`config.mk`:
```
export PLATFORM = sky130hd
export DESIGN_NAME = stx_etx_command_link_flat
export DESIGN_NICKNAME = d
export VERILOG_FILES = /design/src/rtl/secl_pkg.sv /design/src/rtl/secl_if.sv /design/src/rtl/secl_frame_engine.sv /design/src/rtl/stx_etx_command_link.sv /design/src/flat_wrapper.sv
export SDC_FILE = /design/constraint.sdc
export NUM_CORES = 1
export LEC_CHECK = 0
export ABC_AREA = 1
export ABC_CLOCK_PERIOD_IN_PS = 5320
export BUFFER_PORTS_ARGS = -buffer_cell sky130_fd_sc_hd__buf_2
export CORE_MARGIN = 1.5
export CORE_UTILIZATION = 50
export DETAILED_ROUTE_END_ITERATION = 8
export GPL_ROUTABILITY_DRIVEN = 1
export PLACE_DENSITY = 0.78
export SYNTH_ARGS = -nofsm -noshare
export SYNTH_HDL_FRONTEND = slang
export SYNTH_SLANG_ARGS = --single-unit
```
`constraint.sdc`:
```
create_clock -name clk -period 5.32 [get_ports clk]
set_input_delay 0.266 -clock clk [delete_from_list [all_inputs] [get_ports clk]]
set_output_delay 0.266 -clock clk [all_outputs]
set_load 0.1 [all_outputs]
```
`src/rtl/secl_pkg.sv`:
```
// shared types and constants of the stx/etx command link
`default_nettype none
package secl_pkg;
	// request kinds
	localparam logic [1:0] REQ_BYTE   = 2'd0;
	localparam logic [1:0] REQ_TICK   = 2'd1;
	localparam logic [1:0] REQ_SENT   = 2'd2;
	localparam logic [1:0] REQ_UNUSED = 2'd3;

	// framing bytes and commands
	localparam logic [7:0] CH_STX      = 8'h02;
	localparam logic [7:0] CH_ETX      = 8'h03;
	localparam logic [7:0] CH_ACK      = 8'h06;
	localparam logic [7:0] CMD_BEGIN   = 8'h42;
	localparam logic [7:0] CMD_END     = 8'h45;
	localparam logic [7:0] CMD_LED_OFF = 8'h49;
	localparam logic [7:0] CMD_LED_ON  = 8'h4F;
	localparam logic [7:0] CMD_SHIFT   = 8'h53;
	localparam logic [7:0] CH_ZERO     = 8'h30;
	localparam logic [7:0] CH_NINE     = 8'h39;

	// action codes
	localparam logic [2:0] ACT_BEGIN     = 3'd0;
	localparam logic [2:0] ACT_END       = 3'd1;
	localparam logic [2:0] ACT_LED_ON    = 3'd2;
	localparam logic [2:0] ACT_LED_OFF   = 3'd3;
	localparam logic [2:0] ACT_SHIFT     = 3'd4;
	localparam logic [2:0] ACT_UNKNOWN   = 3'd5;
	localparam logic [2:0] ACT_FRAME_TO  = 3'd6;
	localparam logic [2:0] ACT_ACK_TO    = 3'd7;

	// configuration register indexes
	localparam logic REG_FRAME_TIMEOUT = 1'b0;
	localparam logic REG_ACK_TIMEOUT   = 1'b1;

	localparam logic [15:0] FRAME_TIMEOUT_RESET = 16'd1000;
	localparam logic [15:0] ACK_TIMEOUT_RESET   = 16'd2000;
	localparam logic [15:0] ARG_MAX             = 16'hFFFF;

	typedef struct packed {
		logic [2:0]  action;
		logic [15:0] led_number;
		logic        send_ack;
		logic        connected;
	} secl_result_t;
endpackage
`default_nettype wire

```
`src/rtl/secl_if.sv`:
```
// request and result channel interfaces of the command link
`default_nettype none
interface secl_req_if;
	logic       valid;
	logic       ready;
	logic [1:0] req_type;
	logic [7:0] rx_byte;
	modport source (output valid, output req_type, output rx_byte, input ready);
	modport sink (input valid, input req_type, input rx_byte, output ready);
endinterface

interface secl_res_if;
	logic        valid;
	logic        ready;
	logic [2:0]  action;
	logic [15:0] led_number;
	logic        send_ack;
	logic        connected;
	modport source (output valid, output action, output led_number, output send_ack,
		output connected, input ready);
	modport sink (input valid, input action, input led_number, input send_ack,
		input connected, output ready);
endinterface
`default_nettype wire

```
`src/rtl/secl_frame_engine.sv`:
```
// frame parser, command decoder and timer state of the command link
`default_nettype none
module secl_frame_engine
	import secl_pkg::*;
#(
	parameter int TIMER_WIDTH = 16
) (
	input  wire logic         clk,
	input  wire logic         arst_n,
	input  wire logic         en,
	input  wire logic [1:0]   req_type,
	input  wire logic [7:0]   rx_byte,
	input  wire logic [15:0]  frame_timeout,
	input  wire logic [15:0]  ack_timeout,
	output logic              res_valid,
	output secl_result_t      res
);
	localparam int CW = (TIMER_WIDTH > 16) ? TIMER_WIDTH : 16;

	logic                   in_frame_q, have_cmd_q, digits_ended_q, link_up_q, ack_armed_q;
	logic [7:0]             cmd_q;
	logic [15:0]            arg_q;
	logic [TIMER_WIDTH-1:0] idle_cnt_q, ack_cnt_q;

	logic                   in_frame_n, have_cmd_n, digits_ended_n, link_up_n, ack_armed_n;
	logic [7:0]             cmd_n;
	logic [15:0]            arg_n;
	logic [TIMER_WIDTH-1:0] idle_cnt_n, ack_cnt_n;

	logic        do_dec, dec_timeout;
	logic [7:0]  dec_cmd;
	logic [15:0] dec_arg;
	logic [19:0] arg_mac;
	logic        is_digit, put_ack_to;

	assign is_digit = (rx_byte >= CH_ZERO) && (rx_byte <= CH_NINE);
	// arg * 10 + digit
	assign arg_mac = {1'b0, arg_q, 3'b000} + {3'b000, arg_q, 1'b0}
		+ {16'd0, rx_byte[3:0] - CH_ZERO[3:0]};

	always_comb begin
		in_frame_n     = in_frame_q;
		have_cmd_n     = have_cmd_q;
		digits_ended_n = digits_ended_q;
		link_up_n      = link_up_q;
		ack_armed_n    = ack_armed_q;
		cmd_n          = cmd_q;
		arg_n          = arg_q;
		idle_cnt_n     = idle_cnt_q;
		ack_cnt_n      = ack_cnt_q;
		do_dec         = 1'b0;
		dec_timeout    = 1'b0;
		dec_cmd        = 8'd0;
		dec_arg        = 16'd0;
		put_ack_to     = 1'b0;
		res_valid      = 1'b0;
		res            = '0;

		case (req_type)
			REQ_BYTE: begin
				if (!in_frame_q) begin
					if (rx_byte == CH_ACK) begin
						ack_armed_n = 1'b0;
						ack_cnt_n   = '0;
					end else if (rx_byte == CH_STX) begin
						in_frame_n     = 1'b1;
						have_cmd_n     = 1'b0;
						cmd_n          = 8'd0;
						arg_n          = 16'd0;
						digits_ended_n = 1'b0;
						idle_cnt_n     = '0;
					end
				end else begin
					idle_cnt_n = '0;
					if (rx_byte == CH_ETX) begin
						in_frame_n = 1'b0;
						do_dec     = 1'b1;
						dec_cmd    = have_cmd_q ? cmd_q : 8'd0;
						dec_arg    = arg_q;
					end else if (!have_cmd_q) begin
						have_cmd_n = 1'b1;
						cmd_n      = rx_byte;
					end else if (!digits_ended_q) begin
						if (is_digit) begin
							arg_n = (arg_mac > {4'd0, ARG_MAX}) ? ARG_MAX : arg_mac[15:0];
						end else begin
							digits_ended_n = 1'b1;
						end
					end
				end
			end
			REQ_TICK: begin
				if (ack_armed_q && (ack_cnt_q != '1)) begin
					ack_cnt_n = ack_cnt_q + 1'b1;
				end
				if (in_frame_q) begin
					idle_cnt_n = (idle_cnt_q == '1) ? idle_cnt_q : idle_cnt_q + 1'b1;
					if (CW'(idle_cnt_n) >= CW'(frame_timeout)) begin
						in_frame_n  = 1'b0;
						idle_cnt_n  = '0;
						do_dec      = 1'b1;
						dec_timeout = 1'b1;
						dec_cmd     = CMD_END;
					end
				end else if (ack_armed_q && (CW'(ack_cnt_n) >= CW'(ack_timeout))) begin
					ack_armed_n = 1'b0;
					ack_cnt_n   = '0;
					if (link_up_q) begin
						link_up_n  = 1'b0;
						put_ack_to = 1'b1;
					end
				end
			end
			REQ_SENT: begin
				if (!ack_armed_q) begin
					ack_armed_n = 1'b1;
					ack_cnt_n   = '0;
				end
			end
			default: begin
			end
		endcase

		if (put_ack_to) begin
			res_valid = 1'b1;
			res.action = ACT_ACK_TO;
		end else if (do_dec) begin
			if (dec_cmd == CMD_BEGIN) begin
				link_up_n    = 1'b1;
				res_valid    = 1'b1;
				res.action   = ACT_BEGIN;
				res.send_ack = 1'b1;
			end else if (link_up_q) begin
				res_valid    = 1'b1;
				res.send_ack = 1'b1;
				case (dec_cmd)
					CMD_END: begin
						link_up_n  = 1'b0;
						res.action = dec_timeout ? ACT_FRAME_TO : ACT_END;
					end
					CMD_LED_ON: begin
						res.action     = ACT_LED_ON;
						res.led_number = dec_arg;
					end
					CMD_LED_OFF: begin
						res.action     = ACT_LED_OFF;
						res.led_number = dec_arg;
					end
					CMD_SHIFT: res.action = ACT_SHIFT;
					default:   res.action = ACT_UNKNOWN;
				endcase
			end
		end
		res.connected = link_up_n;
	end

	always_ff @(posedge clk or negedge arst_n) begin
		if (!arst_n) begin
			in_frame_q     <= 1'b0;
			have_cmd_q     <= 1'b0;
			digits_ended_q <= 1'b0;
			link_up_q      <= 1'b0;
			ack_armed_q    <= 1'b0;
			cmd_q          <= 8'd0;
			arg_q          <= 16'd0;
			idle_cnt_q     <= '0;
			ack_cnt_q      <= '0;
		end else if (en) begin
			in_frame_q     <= in_frame_n;
			have_cmd_q     <= have_cmd_n;
			digits_ended_q <= digits_ended_n;
			link_up_q      <= link_up_n;
			ack_armed_q    <= ack_armed_n;
			cmd_q          <= cmd_n;
			arg_q          <= arg_n;
			idle_cnt_q     <= idle_cnt_n;
			ack_cnt_q      <= ack_cnt_n;
		end
	end
endmodule
`default_nettype wire

```
`src/rtl/stx_etx_command_link.sv`:
```
// top level of the stx/etx command link receiver
// an item is held in stage one, its result (if any) then in the result register
// throughput: one item per cycle while the result side keeps taking results
// the state feedback loop is the frame/timer state update in the frame engine
// reset: arst_n clears link, frame and timer state; timeouts return to 1000 and 2000
`default_nettype none
module stx_etx_command_link
	import secl_pkg::*;
#(
	parameter int TIMER_WIDTH = 16
) (
	input  wire logic        clk,
	input  wire logic        arst_n,
	secl_req_if.sink         req,
	secl_res_if.source       res,
	input  wire logic        wr_en,
	input  wire logic        wr_index,
	input  wire logic [15:0] wr_data
);
	// configuration registers
	logic [15:0] frame_timeout_q, ack_timeout_q;

	always_ff @(posedge clk or negedge arst_n) begin
		if (!arst_n) begin
			frame_timeout_q <= FRAME_TIMEOUT_RESET;
			ack_timeout_q   <= ACK_TIMEOUT_RESET;
		end else if (wr_en) begin
			case (wr_index)
				REG_FRAME_TIMEOUT: frame_timeout_q <= wr_data;
				REG_ACK_TIMEOUT:   ack_timeout_q   <= wr_data;
				default: begin
				end
			endcase
		end
	end

	// input register stage
	logic       valid_s1;
	logic [1:0] req_type_s1;
	logic [7:0] rx_byte_s1;
	logic       advance;

	// result register
	logic         res_valid_q;
	secl_result_t res_q;

	logic         eng_valid;
	secl_result_t eng_res;

	// the item in stage one moves on when the result register is free or drains now
	assign advance   = valid_s1 && (!res_valid_q || res.ready);
	assign req.ready = !valid_s1 || advance;

	always_ff @(posedge clk or negedge arst_n) begin
		if (!arst_n) begin
			valid_s1 <= 1'b0;
		end else if (req.ready) begin
			valid_s1 <= req.valid;
		end
	end

	always_ff @(posedge clk) begin
		if (req.valid && req.ready) begin
			req_type_s1 <= req.req_type;
			rx_byte_s1  <= req.rx_byte;
		end
	end

	secl_frame_engine #(
		.TIMER_WIDTH(TIMER_WIDTH)
	) u_engine (
		.clk          (clk),
		.arst_n       (arst_n),
		.en           (advance),
		.req_type     (req_type_s1),
		.rx_byte      (rx_byte_s1),
		.frame_timeout(frame_timeout_q),
		.ack_timeout  (ack_timeout_q),
		.res_valid    (eng_valid),
		.res          (eng_res)
	);

	// items that cause no result just clear through
	always_ff @(posedge clk or negedge arst_n) begin
		if (!arst_n) begin
			res_valid_q <= 1'b0;
		end else if (advance) begin
			res_valid_q <= eng_valid;
		end else if (res.ready) begin
			res_valid_q <= 1'b0;
		end
	end

	always_ff @(posedge clk) begin
		if (advance && eng_valid) begin
			res_q <= eng_res;
		end
	end

	assign res.valid      = res_valid_q;
	assign res.action     = res_q.action;
	assign res.led_number = res_q.led_number;
	assign res.send_ack   = res_q.send_ack;
	assign res.connected  = res_q.connected;
endmodule
`default_nettype wire

```
`src/flat_wrapper.sv`:
```
// flat-port wrapper written by rule: the top's interface ports become plain ports
module stx_etx_command_link_flat import secl_pkg::*;
#(
	parameter int TIMER_WIDTH = 16
)
  (clk, arst_n, wr_en, wr_index, wr_data, req_valid, req_req_type, req_rx_byte, req_ready, res_valid, res_action, res_led_number, res_send_ack, res_connected, res_ready);
  secl_req_if req_i ();
  secl_res_if res_i ();
  input  wire logic clk;
  input  wire logic arst_n;
  input  wire logic wr_en;
  input  wire logic wr_index;
  input  wire logic [15:0] wr_data;
  input wire logic [$bits(req_i.valid)-1:0] req_valid;
  input wire logic [$bits(req_i.req_type)-1:0] req_req_type;
  input wire logic [$bits(req_i.rx_byte)-1:0] req_rx_byte;
  output wire logic [$bits(req_i.ready)-1:0] req_ready;
  output wire logic [$bits(res_i.valid)-1:0] res_valid;
  output wire logic [$bits(res_i.action)-1:0] res_action;
  output wire logic [$bits(res_i.led_number)-1:0] res_led_number;
  output wire logic [$bits(res_i.send_ack)-1:0] res_send_ack;
  output wire logic [$bits(res_i.connected)-1:0] res_connected;
  input wire logic [$bits(res_i.ready)-1:0] res_ready;
  assign req_i.valid = req_valid;
  assign req_i.req_type = req_req_type;
  assign req_i.rx_byte = req_rx_byte;
  assign req_ready = req_i.ready;
  assign res_valid = res_i.valid;
  assign res_action = res_i.action;
  assign res_led_number = res_i.led_number;
  assign res_send_ack = res_i.send_ack;
  assign res_connected = res_i.connected;
  assign res_i.ready = res_ready;
  stx_etx_command_link #(.TIMER_WIDTH(TIMER_WIDTH)) u_core (.clk(clk), .arst_n(arst_n), .req(req_i), .res(res_i), .wr_en(wr_en), .wr_index(wr_index), .wr_data(wr_data));
endmodule
```
==> results.md <==
| Metric | This run |
| --- | --- |
| Drt first pass iters | 7 |
| TNS Setup | 0 ps |
| Buffer cell driving the clock tree root | clkbuf_16 |
| Reg-to-Reg End | u_core.res.led_number[14] |
| Endpoint arrival time on the critical path | 4620 ps |
| Max clock buf depth | 2 |
| Number of synthesized flops with an enable pin | 31 |
| Worst clock skew | 10.6 ps |
| Endpoint of the most critical setup path | u_core.res.led_number[14] |
| Net count after synthesis | 1095 |
| Avg WL per Cell | 13.3 um |
| Status | finished, final reports clean |
| Largest incremental delay on the critical path | 670 ps |
| Count of buffers from port buffering | 54 |
| Type of the worst setup path | flip-flop to flip-flop |
| Clk Latency, worst-skew pair | 420 ps |
| Number of antenna violations at the first check in global routing | 1 |
| Global-route wire length before repair | 28800 um |
| Slack of the worst reg-to-reg path | 740 ps |
| Detailed-placement wirelength estimate | 12800 um |
| Seq/Total Area, Yosys | 0.417 |
| Post-synthesis cell area | 7970 sq um |
| Shortest clock period the worst path allows after layout | 4580 ps |
| Core Footprint | 15400 sq um |
| Routed via count divided by cell count | 5.13 |
| Leading area contributor after synthesis | dfrtp_1 |
| Commonest non-fill, non-tap cell in the layout | nand2_1 |
| Clock tree from TritonCTS | done |
| Starting density of the core | 0.519 |
| Total number of vias | 6561 |
| Largest net degree at the start of global routing | 69 |
| Power Density | 349 nW/um^2 |
| Final hold violation count | 0 |
| Achievable clock frequency | 0.218 GHz |
| Average size of a mapped cell | 8.01 sq um |
| Number of global-route vias before repair | 6170 |
| Post-CTS resize count | 0 |
| DR DRC count | 0 |
| Floorplan die width | 129 um |
| Number of warnings reported in the yosys synthesis log | 0 |
| Filler Cells Inserted | 1337 |
| Number of clock sinks seen by CTS | 126 |
| Critical path required time | 5360 ps |
| Total Wirelength | 17100 um |
| Max rail drop VDD | 0.255 mV |
| Launching element type of the critical path | flip-flop |
| Number of max-slew violations in the final report | 0 |
| Count of nets left with antenna violations after detail routing | 0 |
| Ratio of final minimum period to clock period | 0.860 |
| Least-Margin Pin Slew | 921 ps |
| Chip height | 129 um |
| IO Count | 55 |
| Core Util, Final | 0.583 |
| First DRT Iteration DRCs | 533 |
| Worst max-slew margin expressed relative to the limit | 0.382 |
| Primary FF master, synth | dfrtp_1 |
| Number of setup violations in the final report | 0 |
| Hold wc startpoint | req_rx_byte[4] |
| Startpoint of the most critical setup path | u_core.u_engine.idle_cnt_q[5] |
| H-tree depth | 4 |
| Register bit count reported by yosys | 126 |
| Final Total Pwr | 3.13 mW |
| Cell row count | 45 |
| Type of the tightest min-delay check | primary input to flip-flop |
| Critical Path Most Common Cell | nand2_1 |
| Peak fanout along the critical path | 21 |
| Leakage component of the power | 4.75 nW |
| Post-CTS clock slew at the launch and capture registers of the worst setup and hold paths | 60 ps |
| Share of final-layout standard cells stronger than drive strength 1 | 0.126 |
| Area of the die | 16700 sq um |
| Number of standard cells after synthesis | 996 |
| RSZ-0062 raised after global routing | false |
| Synth top area cells | dfrtp_1 26%, edfxtp_1 12%, nand2_1 11% |
| Final weighted congestion of routability-driven global placement | 0.921 |
| Commonest cells after routing, fill and taps aside | 225 x nand2_1, 195 x inv_1, 83 x dfrtp_1, 65 x ha_1, 62 x o21ai_0 |
| Total overflow reported by the global router | 0 |
| Critical register-to-register path startpoint | u_core.u_engine.idle_cnt_q[5] |
| Synth cell types | 43 |
| Layout-stage area growth over the synthesis result | 12.4% |
| Cell at the slowest stage of the critical path | inv_1 |
| Maximum capacitance violations | 0 |
| Critical path capture point type | flip-flop |
| Share of synthesized registers carrying an async set or reset | 0.754 |
| Top-area cell type share of the netlist area | 0.260 |
| Total GRT Usage | 0.218 |
| Reg2reg path depth | 26 |
| Number of buffers created by CTS | 17 |
| Net count, final | 1153 |
Yosys cell counts, drive strengths merged (7+ instances only):
library cell and n:
a21oi 43, buf 9, clkbuf 10, dfrtp 83
dfstp 12, edfxtp 31, ha 65, inv 198
nand2 232, nand3 53, nand4 7, nor2 76
nor3 17, o21ai 66, o22ai 28, xor2 28
power breakdown:
part	internal [mW]	leakage, nW	switching (mW)
clock network	0.591	0.250	0.436
registers	1.14	1.57	0.135
logic	0.333	2.94	0.489
flip-flops by register name (all words and copies together) (netlist names), 2 cells and up:
signal,flops
u_core.u_engine.arg_q,16
u_core.ack_timeout_q,16
u_core.u_engine.idle_cnt_q,16
u_core.req_type_s1,2
u_core.res.action,3
u_core.rx_byte_s1,8
u_core.u_engine.cmd_q,8
u_core.frame_timeout_q,16
u_core.u_engine.ack_cnt_q,16
u_core.res.led_number,16
repair_timing:
action                    CTS  global route
hold buffers                1             0
buffers inserted            0             0
hold endpoints to repair   27             0
metrics by stage:
step	cells	cell area, sq um	setup WS, ps	hold slack, ps
2_1_floorplan	996	7970	1490	-29.6
3_3_place_gp	1245	8430	1020	213
3_5_place_dp	1245	8430	801	216
4_1_cts	1278	8960	775	7.55
5_1_grt	1278	8960	258	10.6
6_report	1279	8960	743	17.3
layer usage:
metal	vias to the layer above	track usage	wire, um
li1	3325	-	-
met1	3036	0.297	8070
met3	24	0.0409	938
met4	0	0.0826	337
met2	176	0.345	7720
met5	-	0	0
how the worst min path moves through the flow:
stage                                          endpoint  slack, ps  cells after the start
after floorplan                 u_core.ack_timeout_q[0]        -30                      0
after detailed placement  u_core.u_engine.idle_cnt_q[2]        220                      1
after global placement    u_core.u_engine.idle_cnt_q[2]        210                      1
after global routing               u_core.rx_byte_s1[7]         10                      1
final                              u_core.rx_byte_s1[4]         20                      1
after CTS                          u_core.rx_byte_s1[4]          8                      1
cell type report:
class	instances	area (sq um)	area share
clock buffers	18	429	0.0479
clock inverters	14	93.8	0.0105
diodes	1	2.50	0.000279
repair buffers	58	305	0.0341
multi-input cells	653	3800	0.424
flip-flops and latches	126	3320	0.371
inverters	198	743	0.0829
well taps	211	264	0.0295
cell families (layout without fill, tap and decap cells):
family,after synthesis,in the layout,share of synthesized area
buffers and inverters,217,288,0.107
other,0,1,0
flip-flops,126,126,0.417
XOR/XNOR,34,34,0.0373
AND/OR/NAND/NOR,394,394,0.222
adder cells (fa/ha/maj),67,67,0.107
AO/OA/AOI/OAI,158,158,0.110
critical path: cells and delay by family, from the launching register on:
kind                       cells  cell delay (ps)
xor gates and xnor gates       1              200
AOI/OAI and AO/OA              2              270
and+or+nand+nor               18             2120
adders and majority gates      1              270
DFF                            1              380
buffers and inverters          4              950
Note: power is estimated with default switching activity, not from simulation.
